<file path="config.mk">
export PLATFORM = sky130hd
export DESIGN_NAME = bfrd_controller
export DESIGN_NICKNAME = d
export VERILOG_FILES = /design/src/design/bfrd_pkg.sv /design/src/design/bfrd_controller.sv
export SDC_FILE = /design/constraint.sdc
export NUM_CORES = 1
export LEC_CHECK = 0
export BUFFER_PORTS_ARGS = -buffer_cell sky130_fd_sc_hd__buf_2
export CELL_PAD_IN_SITES_DETAIL_PLACEMENT = 1
export CELL_PAD_IN_SITES_GLOBAL_PLACEMENT = 1
export CORE_AREA = 4 4 41 43
export DETAILED_ROUTE_END_ITERATION = 7
export DIE_AREA = 0 0 45 47
export GPL_TIMING_DRIVEN = 1
export PLACE_DENSITY_LB_ADDON = 0.12
export SYNTH_ARGS = -nofsm -noshare
export SYNTH_HDL_FRONTEND = slang
export SYNTH_SLANG_ARGS = --single-unit
</file>
<file path="constraint.sdc">
create_clock -name clk -period 1 [get_ports clk]
set_input_delay 0.05 -clock clk [delete_from_list [all_inputs] [get_ports clk]]
set_output_delay 0.05 -clock clk [all_outputs]
set_load 0.05 [all_outputs]
</file>
<file path="src/design/bfrd_pkg.sv">
`timescale 1ns / 1ps
`default_nettype none
// ----------------------------------------------------------------------------
// bfrd_pkg
// Shared types and constants for the box filter rgb downsampler.
// ----------------------------------------------------------------------------
package bfrd_pkg;

    // pixel layout
    localparam int PIX_W       = 24;
    localparam int CH_W        = 8;
    localparam int RED_LSB     = 16;
    localparam int GREEN_LSB   = 8;
    localparam int BLUE_LSB    = 0;

    // configuration port
    localparam int CFG_IDX_W   = 2;
    localparam int CFG_DATA_W  = 11;
    localparam int SS_REG_W    = 4;
    localparam int DIM_REG_W   = 11;

    localparam logic [CFG_IDX_W-1:0] CFG_SS_FACTOR  = 2'd0;
    localparam logic [CFG_IDX_W-1:0] CFG_OUT_WIDTH  = 2'd1;
    localparam logic [CFG_IDX_W-1:0] CFG_OUT_HEIGHT = 2'd2;

    localparam logic [SS_REG_W-1:0]  SS_RESET     = 4'd2;
    localparam logic [DIM_REG_W-1:0] WIDTH_RESET  = 11'd1024;
    localparam logic [DIM_REG_W-1:0] HEIGHT_RESET = 11'd768;

    // controller to datapath commands
    typedef struct packed {
        logic clear_step;
        logic accept;
        logic update;
        logic divide;
        logic load_out;
    } bfrd_cmd_t;

    // datapath to controller status
    typedef struct packed {
        logic clear_last;
        logic emit;
    } bfrd_sts_t;

endpackage
`default_nettype wire

</file>
<file path="src/design/bfrd_controller.sv">
`timescale 1ns / 1ps
`default_nettype none
// ----------------------------------------------------------------------------
// bfrd_controller
// Sequencer for the clearing sweep, the sum update and the output handoff.
// ----------------------------------------------------------------------------
module bfrd_controller (
    input  wire logic                 clk,
    input  wire logic                 rst_n,
    input  wire logic                 in_valid,
    output logic                      in_ready,
    output logic                      out_valid,
    input  wire logic                 out_ready,
    input  wire bfrd_pkg::bfrd_sts_t  sts,
    output bfrd_pkg::bfrd_cmd_t       cmd
);

    typedef enum logic [2:0] {
        ST_CLEAR,
        ST_IDLE,
        ST_ACC,
        ST_DIV,
        ST_OUT
    } state_t;

    state_t state_reg, state_next;
    logic   out_valid_reg, out_valid_next;
    logic   can_load;

    // command decode and next state
    always_comb
    begin
        cmd        = '0;
        state_next = state_reg;
        can_load   = !out_valid_reg || out_ready;

        case (state_reg)
            ST_CLEAR:
            begin
                cmd.clear_step = 1'b1;
                if (sts.clear_last)
                    state_next = ST_IDLE;
            end
            ST_IDLE:
            begin
                cmd.accept = in_valid;
                if (in_valid)
                    state_next = ST_ACC;
            end
            ST_ACC:
            begin
                cmd.update = 1'b1;
                state_next = sts.emit ? ST_DIV : ST_IDLE;
            end
            ST_DIV:
            begin
                cmd.divide = 1'b1;
                state_next = ST_OUT;
            end
            ST_OUT:
            begin
                cmd.load_out = can_load;
                if (can_load)
                    state_next = ST_IDLE;
            end
            default:
            begin
                state_next = ST_IDLE;
            end
        endcase

        if (cmd.load_out)
            out_valid_next = 1'b1;
        else if (out_ready)
            out_valid_next = 1'b0;
        else
            out_valid_next = out_valid_reg;
    end

    // state and output valid
    always_ff @(posedge clk or negedge rst_n)
    begin
        if (!rst_n)
        begin
            state_reg     <= ST_CLEAR;
            out_valid_reg <= 1'b0;
        end
        else
        begin
            state_reg     <= state_next;
            out_valid_reg <= out_valid_next;
        end
    end

    assign in_ready  = (state_reg == ST_IDLE);
    assign out_valid = out_valid_reg;

endmodule
`default_nettype wire

</file>
# Word level (Yosys, flattened, before mapping)

Index checks and enable logic that the tools add are counted.

Output and inout bits: 7
Bits of input ports: 6
Word-level logic and storage cells: 26
Register bits after elaboration: 4

Muxes and demuxes: 12
Equality and inequality tests: 7
Reductions and logical operators: 5

Operator list:

| operator             | count |
|---|---|
| $pmux W3 S5          | 1 |
| $mux W3              | 3 |
| $mux W1              | 7 |
| $eq A3 B2 Y1 const B | 2 |
| $ne A2 B2 Y1 const B | 3 |
| $eq A3 B1 Y1 const B | 1 |
| $eq A3 B3 Y1 const B | 1 |
| $logic_not A3 Y1     | 1 |
| $reduce_and A3 Y1    | 1 |
| $mux W2              | 1 |
| $reduce_bool A2 Y1   | 1 |
| $logic_not A1 Y1     | 1 |
| $logic_or A1 B1 Y1   | 1 |

# Longest topological paths before layout

Gate-level depths: netlist (run 1).

Word-level depth: 4
Mapped depth: 3
Depth with buffers taken out: 3

# Worst setup path before layout (run 1)

Ideal clock, no wire load.

Path type: reg2reg
Start point: register state_reg[1]
End point: register state_reg[1]
Buffers on the path: 0
Cell stages (with the launch flop): 3
Period minus slack after synthesis: 1.945 ns
Data required time: 0.932 ns
Arrival time: 1.876 ns
Path slack: -0.945 ns
Setup time: 0.068 ns
Path through: dfrtp_1 > nor3b_1 > a21o_1

Cells in the longest elaborated chain, start to end: 3
Elaborated cells between the ends (all ways): 10
Those cells by class: eq/ne: 7; mux: 1; reduce/logical: 2

RTL lines:

| item                                 | RTL line              | RTL |
|---|---|---|
| start: declaration                   | bfrd_controller.sv:26 | `state_t state_reg, state_next;` |
| start signal: assignment             | bfrd_controller.sv:90 | `state_reg <= state_next;` |
| $eq A3 B3 Y1 (tied with other cells) | bfrd_controller.sv:37 | `case (state_reg)` |
| $ne A2 B2 Y1 (no source line)        | n/a                   |  |
| $reduce_and A3 Y1 (no source line)   | n/a                   |  |

Parallel ways exist; a longest one is shown, timed or not.
A chain may end at the register's enable or synchronous reset.

==> metrics.txt, run 1 <==
final worst path period share=126%; Layout Nets=between 50 and 60; met3 WL post-DR=24 um; Die X=45 um; share of cells above drive strength 1=77.8%; worst hold path class=input pin to flip-flop; average size of a mapped cell=~11 um2; area leader, netlist=dfrtp_1; Critical Path AT=about 1.2 ns; Wirelength per Cell=10.6 um; min setup slack post-route=-0.263 ns; Worst Setup End Kind=primary output; Util after Layout=36.5%; Filler cells=roughly 160; Initial Utilization=17.0%; clk buf depth=2; die height=47 um; drt drc=0; cts bufs inserted=3; vias in the first global route=245; setup violators final=8; register bit total from synthesis=4; Yosys cell types=16; Overall Power=1.98 mW; final setup skew=0.00587 ns; largest net degree at the start of global routing=7; R2R Setup Slk=-0.24 ns; Die ar.=approximately 0.0021 mm2; CP max FO=5; final-report max-slew violation count=0; gr ovfl total=0; Clock transition at path regs=0.04 ns; # diodes=0; setup TNS=-1.56 ns; CP required=0.95 ns; via count=229; max cap viols=0; Peak VDD IR=around 1500 uV; gpl congestion=0.614; Pleak=0.233 nW; Period minus WS final=1.26 ns; Port Buffers=12; initial drt markers=4; relative slew slack=83.3%; register area share after synthesis=45.2%; clk root buf=clkbuf_4; RSZ-0062 raised after global routing=true; row cnt=13; placed insts=52; failing checks=setup timing; status=finished with violations; top sig layer=met3; clk sinks=4; Worst setup SP type=flip-flop; Mapped Area=between 200 and 250 um2; Largest register FFs=3; fmax=792 MHz; core area=0.00130 mm2; Fin. Hold Viols=0; Area growth, synth to finish=115%; Cell Count, Final, Fillers Out=60; Yosys warnings=0; met1 wire length=~280 um; Global Route Usage Sum=about 7%; Setup Crit Path Kind=flip-flop to primary output; Synthesized Nets=27; WL met2=324 um; first-pass GRT wire length=1020 um; Synth area leaders=dfrtp_1 45%, buf_4 6.8%, nor3b_2 5.6%; Power Dens Cells=4160 mW/mm2; clk_lat worst skew=0.23 ns; Cells after Synth=21; initial antenna violation count=0; Ports=13; Hold Slack=0.0369 ns; Total Wirelength=634 um; via density per instance=~3.8; H-tree levels=1; Synth top area share=45.2%; Pre-antenna DRT Iters=2; CTS tree=yes; Detail Route Antenna Nets=0; Slew @ Worst Pin=0.252 ns
## synth_stat cells
library cell / count
o21bai_1: 1
buf_4: 2
and3_1: 1
a21o_1: 1
nor3b_2: 1
o22a_1: 1
o21ai_0: 1
nand2_1: 2
dfrtp_1: 4
nor3_1: 1
o31a_2: 1
and2_4: 1
nor3b_1: 1
nand2b_1: 1
nor2_1: 1
and3b_2: 1
## per-stage QoR
step	instance area [um2]	setup WS, ns
final	475	-0.263
after global routing	475	-0.328
after CTS	445	-0.248
after detailed placement	350	-0.112
after global placement	350	-0.0992
after floorplan	245	-0.480
## cells by family after synthesis
| kind of cell | Yosys count | share of synthesized area (%) |
|---|---|---|
| AOI/OAI and AO/OA | 5 | 17.5 |
| DFF | 4 | 45.2 |
| and+or+nand+nor | 10 | 30.5 |
| buffers and inverters | 2 | 6.78 |
## report_power, final
part	total, mW	leakage [nW]	internal, mW	switching, mW
logic	1.40	0.172	0.679	0.720
registers	0.363	0.0460	0.247	0.116
clock network	0.216	0.0150	0.150	0.0660
## path summary, 6_finish.rpt
kind | cells past startpoint | start | end
worst max-delay path | 3 | state_reg[1]$_DFFE_PN0P_ | cmd[3]
worst min-delay path | 2 | sts[0] | state_reg[1]$_DFFE_PN0P_
min in group asynchronous | 2 | rst_n | out_valid$_DFFE_PN0P_
max in group asynchronous | 2 | rst_n | state_reg[1]$_DFFE_PN0P_
worst max register to register | 5 | state_reg[0]$_DFFE_PN0P_ | state_reg[1]$_DFFE_PN0P_
worst min register to register | 3 | out_valid$_DFFE_PN0P_ | out_valid$_DFFE_PN0P_
## layer usage
metal	up-vias	GRT usage, %
li1	120	-
met1	105	8.29
met2	4	10.7
met3	0	2.30
met4	0	3.51
met5	-	0
## critical path: stages (launching register included)
cell and delay (ns):
dfrtp_2 0.44, nor3b_4 0.22, and2_4 0.19, buf_8 0.14
## layout make-up
type / instances / area [um2] / area share (%)
clock buffers: 4 / 26.3 / 5.53
multi-input cells: 15 / 131 / 27.6
flip-flops and latches: 4 / 105 / 22.1
well taps: 15 / 18.8 / 3.95
repair buffers: 22 / 194 / 40.8
## repair_timing
action / 4_1_cts / 5_1_grt
endpoints found under the setup margin: 8 / 10
endpoints found under the hold margin: 4 / 0
setup buffers: 2 / 2
hold buffers: 1 / 0
gates cloned: 0 / 0
pin swaps: 3 / 0
resized for setup: 15 / 8
## placed cells by master, fill, tap and decap left out
cell | netlist | routed
buf_6 | 0 | 7
buf_2 | 0 | 6
buf_4 | 2 | 6
dfrtp_2 | 0 | 4
clkbuf_4 | 0 | 3
nand2_1 | 2 | 2
buf_8 | 0 | 2
nor3b_2 | 1 | 1
nor3b_4 | 0 | 1
nor3_4 | 0 | 1
nor2_2 | 0 | 1
nand2b_1 | 1 | 1
and3_1 | 1 | 1
and2_4 | 1 | 1
o21ai_1 | 0 | 1
o31a_2 | 1 | 1
o22a_1 | 1 | 1
a21o_1 | 1 | 1
and3b_2 | 1 | 1
o21bai_1 | 1 | 1
clkbuf_1 | 0 | 1
dlygate4sd3_1 | 0 | 1
Note: power is estimated with default switching activity, not from simulation.
==> inputs of run 2 (changes only) <==
--- a/config.mk
+++ b/config.mk
@@ -6,8 +6,6 @@
 export NUM_CORES = 1
 export LEC_CHECK = 0
 export BUFFER_PORTS_ARGS = -buffer_cell sky130_fd_sc_hd__buf_2
-export CELL_PAD_IN_SITES_DETAIL_PLACEMENT = 1
-export CELL_PAD_IN_SITES_GLOBAL_PLACEMENT = 1
 export CORE_AREA = 4 4 41 43
 export DETAILED_ROUTE_END_ITERATION = 7
 export DIE_AREA = 0 0 45 47
==> run 2 against run 1 <==
Against the previous run:
- the flow still finishes with violations (setup timing)
- routed wire length decreased by 13%
- maximum frequency increased by 0.90%
- critical path depth unchanged
- register-to-register slack improved by 0.19 ns
- global-route usage decreased by 0.24 points
- non-clock buffer count decreased by 2
- sequential share of layout area increased by 0.91 points
- clock skew increased by 0.0017 ns
- count of clock-buffer cells in the layout unchanged
- critical endpoint unchanged
- largest cell class unchanged
==> metrics.txt, run 2 (synthesis results as in run 1) <==
pre-CTS setup slack=-0.0974 ns; via count=229; gr ovfl total=0; failing checks=setup timing; Slew @ Worst Pin=0.254 ns; WL met2=297 um; Setup Crit Path Kind=flip-flop to primary output; Worst Setup End Kind=primary output; hold endpoint=state_reg[1]$_DFFE_PN0P_; Filler cells=145; final-report max-slew violation count=0; Total Wirelength=around 550 um; relative slew slack=between 80 and 90%; reg2reg start=state_reg[1]$_DFFE_PN0P_; met3 WL post-DR=27 um; Detail Route Antenna Nets=0; Register Area=105 um2; Critical R2R Capture=state_reg[0]$_DFFE_PN0P_; area of the multi-input gates=138 um2; H-tree levels=1; clk buf depth=2; Die ar.=0.00212 mm2; via density per instance=3.95; most frequent cells in the layout=7 x buf_2, 7 x buf_6, 4 x dfrtp_2, 4 x buf_4, 3 x clkbuf_4; initial drt markers=0; Die X=45 um; R2R depth=2; Wirelength per Cell=9.48 um; hpwl dp=455 um; Clock transition at path regs=0.03 ns; gpl congestion=0.592; R2R Setup Slk=-0.05 ns; final worst path period share=125%; Area growth, synth to finish=106%; clk root buf=clkbuf_4; Global Route Usage Sum=6.58%; Util after Layout=approximately a third; worst hold path class=input pin to flip-flop; initial antenna violation count=0; Layout Nets=50; Ports=13; Period minus WS final=1.25 ns; CP required=0.95 ns; clk_lat worst skew=0.24 ns; top sig layer=met4; status=finished with violations; Largest register FFs=3; Placement Cell Area=350 um2; hold path start=sts[0]; CTS tree=yes; drt drc=0; CP max FO=5; share of cells above drive strength 1=81.4%; cts bufs inserted=3; Hold Slack=0.0287 ns; Pre-antenna DRT Iters=1; setup violators final=8; clk sinks=4; min setup slack post-route=-0.252 ns; Fin. Hold Viols=0; met1 wire length=210 um; final setup skew=0.00761 ns; hold depth=2; first-pass GRT wire length=959 um; fmax=799 MHz; vias in the first global route=between 200 and 250; largest net degree at the start of global routing=7; Initial Utilization=between 10% and 20%; Critical Path AT=roughly 1.2 ns; Port Buffers=12; design area=457 um2; row cnt=13; die height=47 um; Worst setup SP type=flip-flop; RSZ-0062 raised after global routing=true; core area=0.00130 mm2; max cap viols=0; # diodes=0
run 2: cell types whose count changed in the layout (fill, tap and decap cells not counted), sizes merged:
cell and delta:
buf -2
run 2: through the flow:
| step | setup TNS (ns) | instances |
|---|---|---|
| 2_1_floorplan | -1.28 | 21 |
| 3_3_place_gp | -0.370 | 52 |
| 3_5_place_dp | -0.349 | 52 |
| 4_1_cts | -1.42 | 57 |
| 5_1_grt | -1.79 | 58 |
| 6_report | -1.34 | 58 |
run 2: critical path, stage by stage, from the launching register on:
cell	delay [ns]
dfrtp_2	0.44
nor3b_4	0.21
and2_4	0.18
buf_8	0.14
run 2: area by class of cell:
cell class | instances | area share (%)
multi-input combinational | 15 | 30.1
sequential | 4 | 23.0
clock buffer | 4 | 5.75
timing repair buffer | 20 | 37.0
tap | 15 | 4.11
run 2: what timing repair did:
| action | CTS | global route |
|---|---|---|
| resized for setup | 17 | 3 |
| hold buffers | 1 | 0 |
| buffers inserted | 0 | 1 |
| pin swaps | 2 | 2 |
| endpoints found under the setup margin | 8 | 9 |
| endpoints found under the hold margin | 4 | 0 |
run 2: worst max path at each step:
stage                     slack, ns  cells past startpoint                  endpoint                      from
after floorplan               -0.48                      3  state_reg[1]$_DFFE_PN0P_  state_reg[0]$_DFFE_PN0P_
after global placement        -0.10                      4  state_reg[0]$_DFFE_PN0P_  state_reg[1]$_DFFE_PN0P_
after detailed placement       -0.1                      3                    cmd[3]  state_reg[0]$_DFFE_PN0P_
after CTS                     -0.25                      3                    cmd[3]  state_reg[2]$_DFFE_PN0P_
after global routing          -0.32                      3                    cmd[3]  state_reg[1]$_DFFE_PN0P_
final                         -0.25                      3                    cmd[3]  state_reg[1]$_DFFE_PN0P_
run 2: routing by layer:
layer  up-vias  GRT usage (%)
li1        118              -
met1       103           6.90
met2         6           10.7
met3         2           1.15
met4         0           7.02
met5         -              0
Power of run 2 is not shown: default switching activity piles up to over one toggle a cycle in this logic, so the estimate is an artifact.
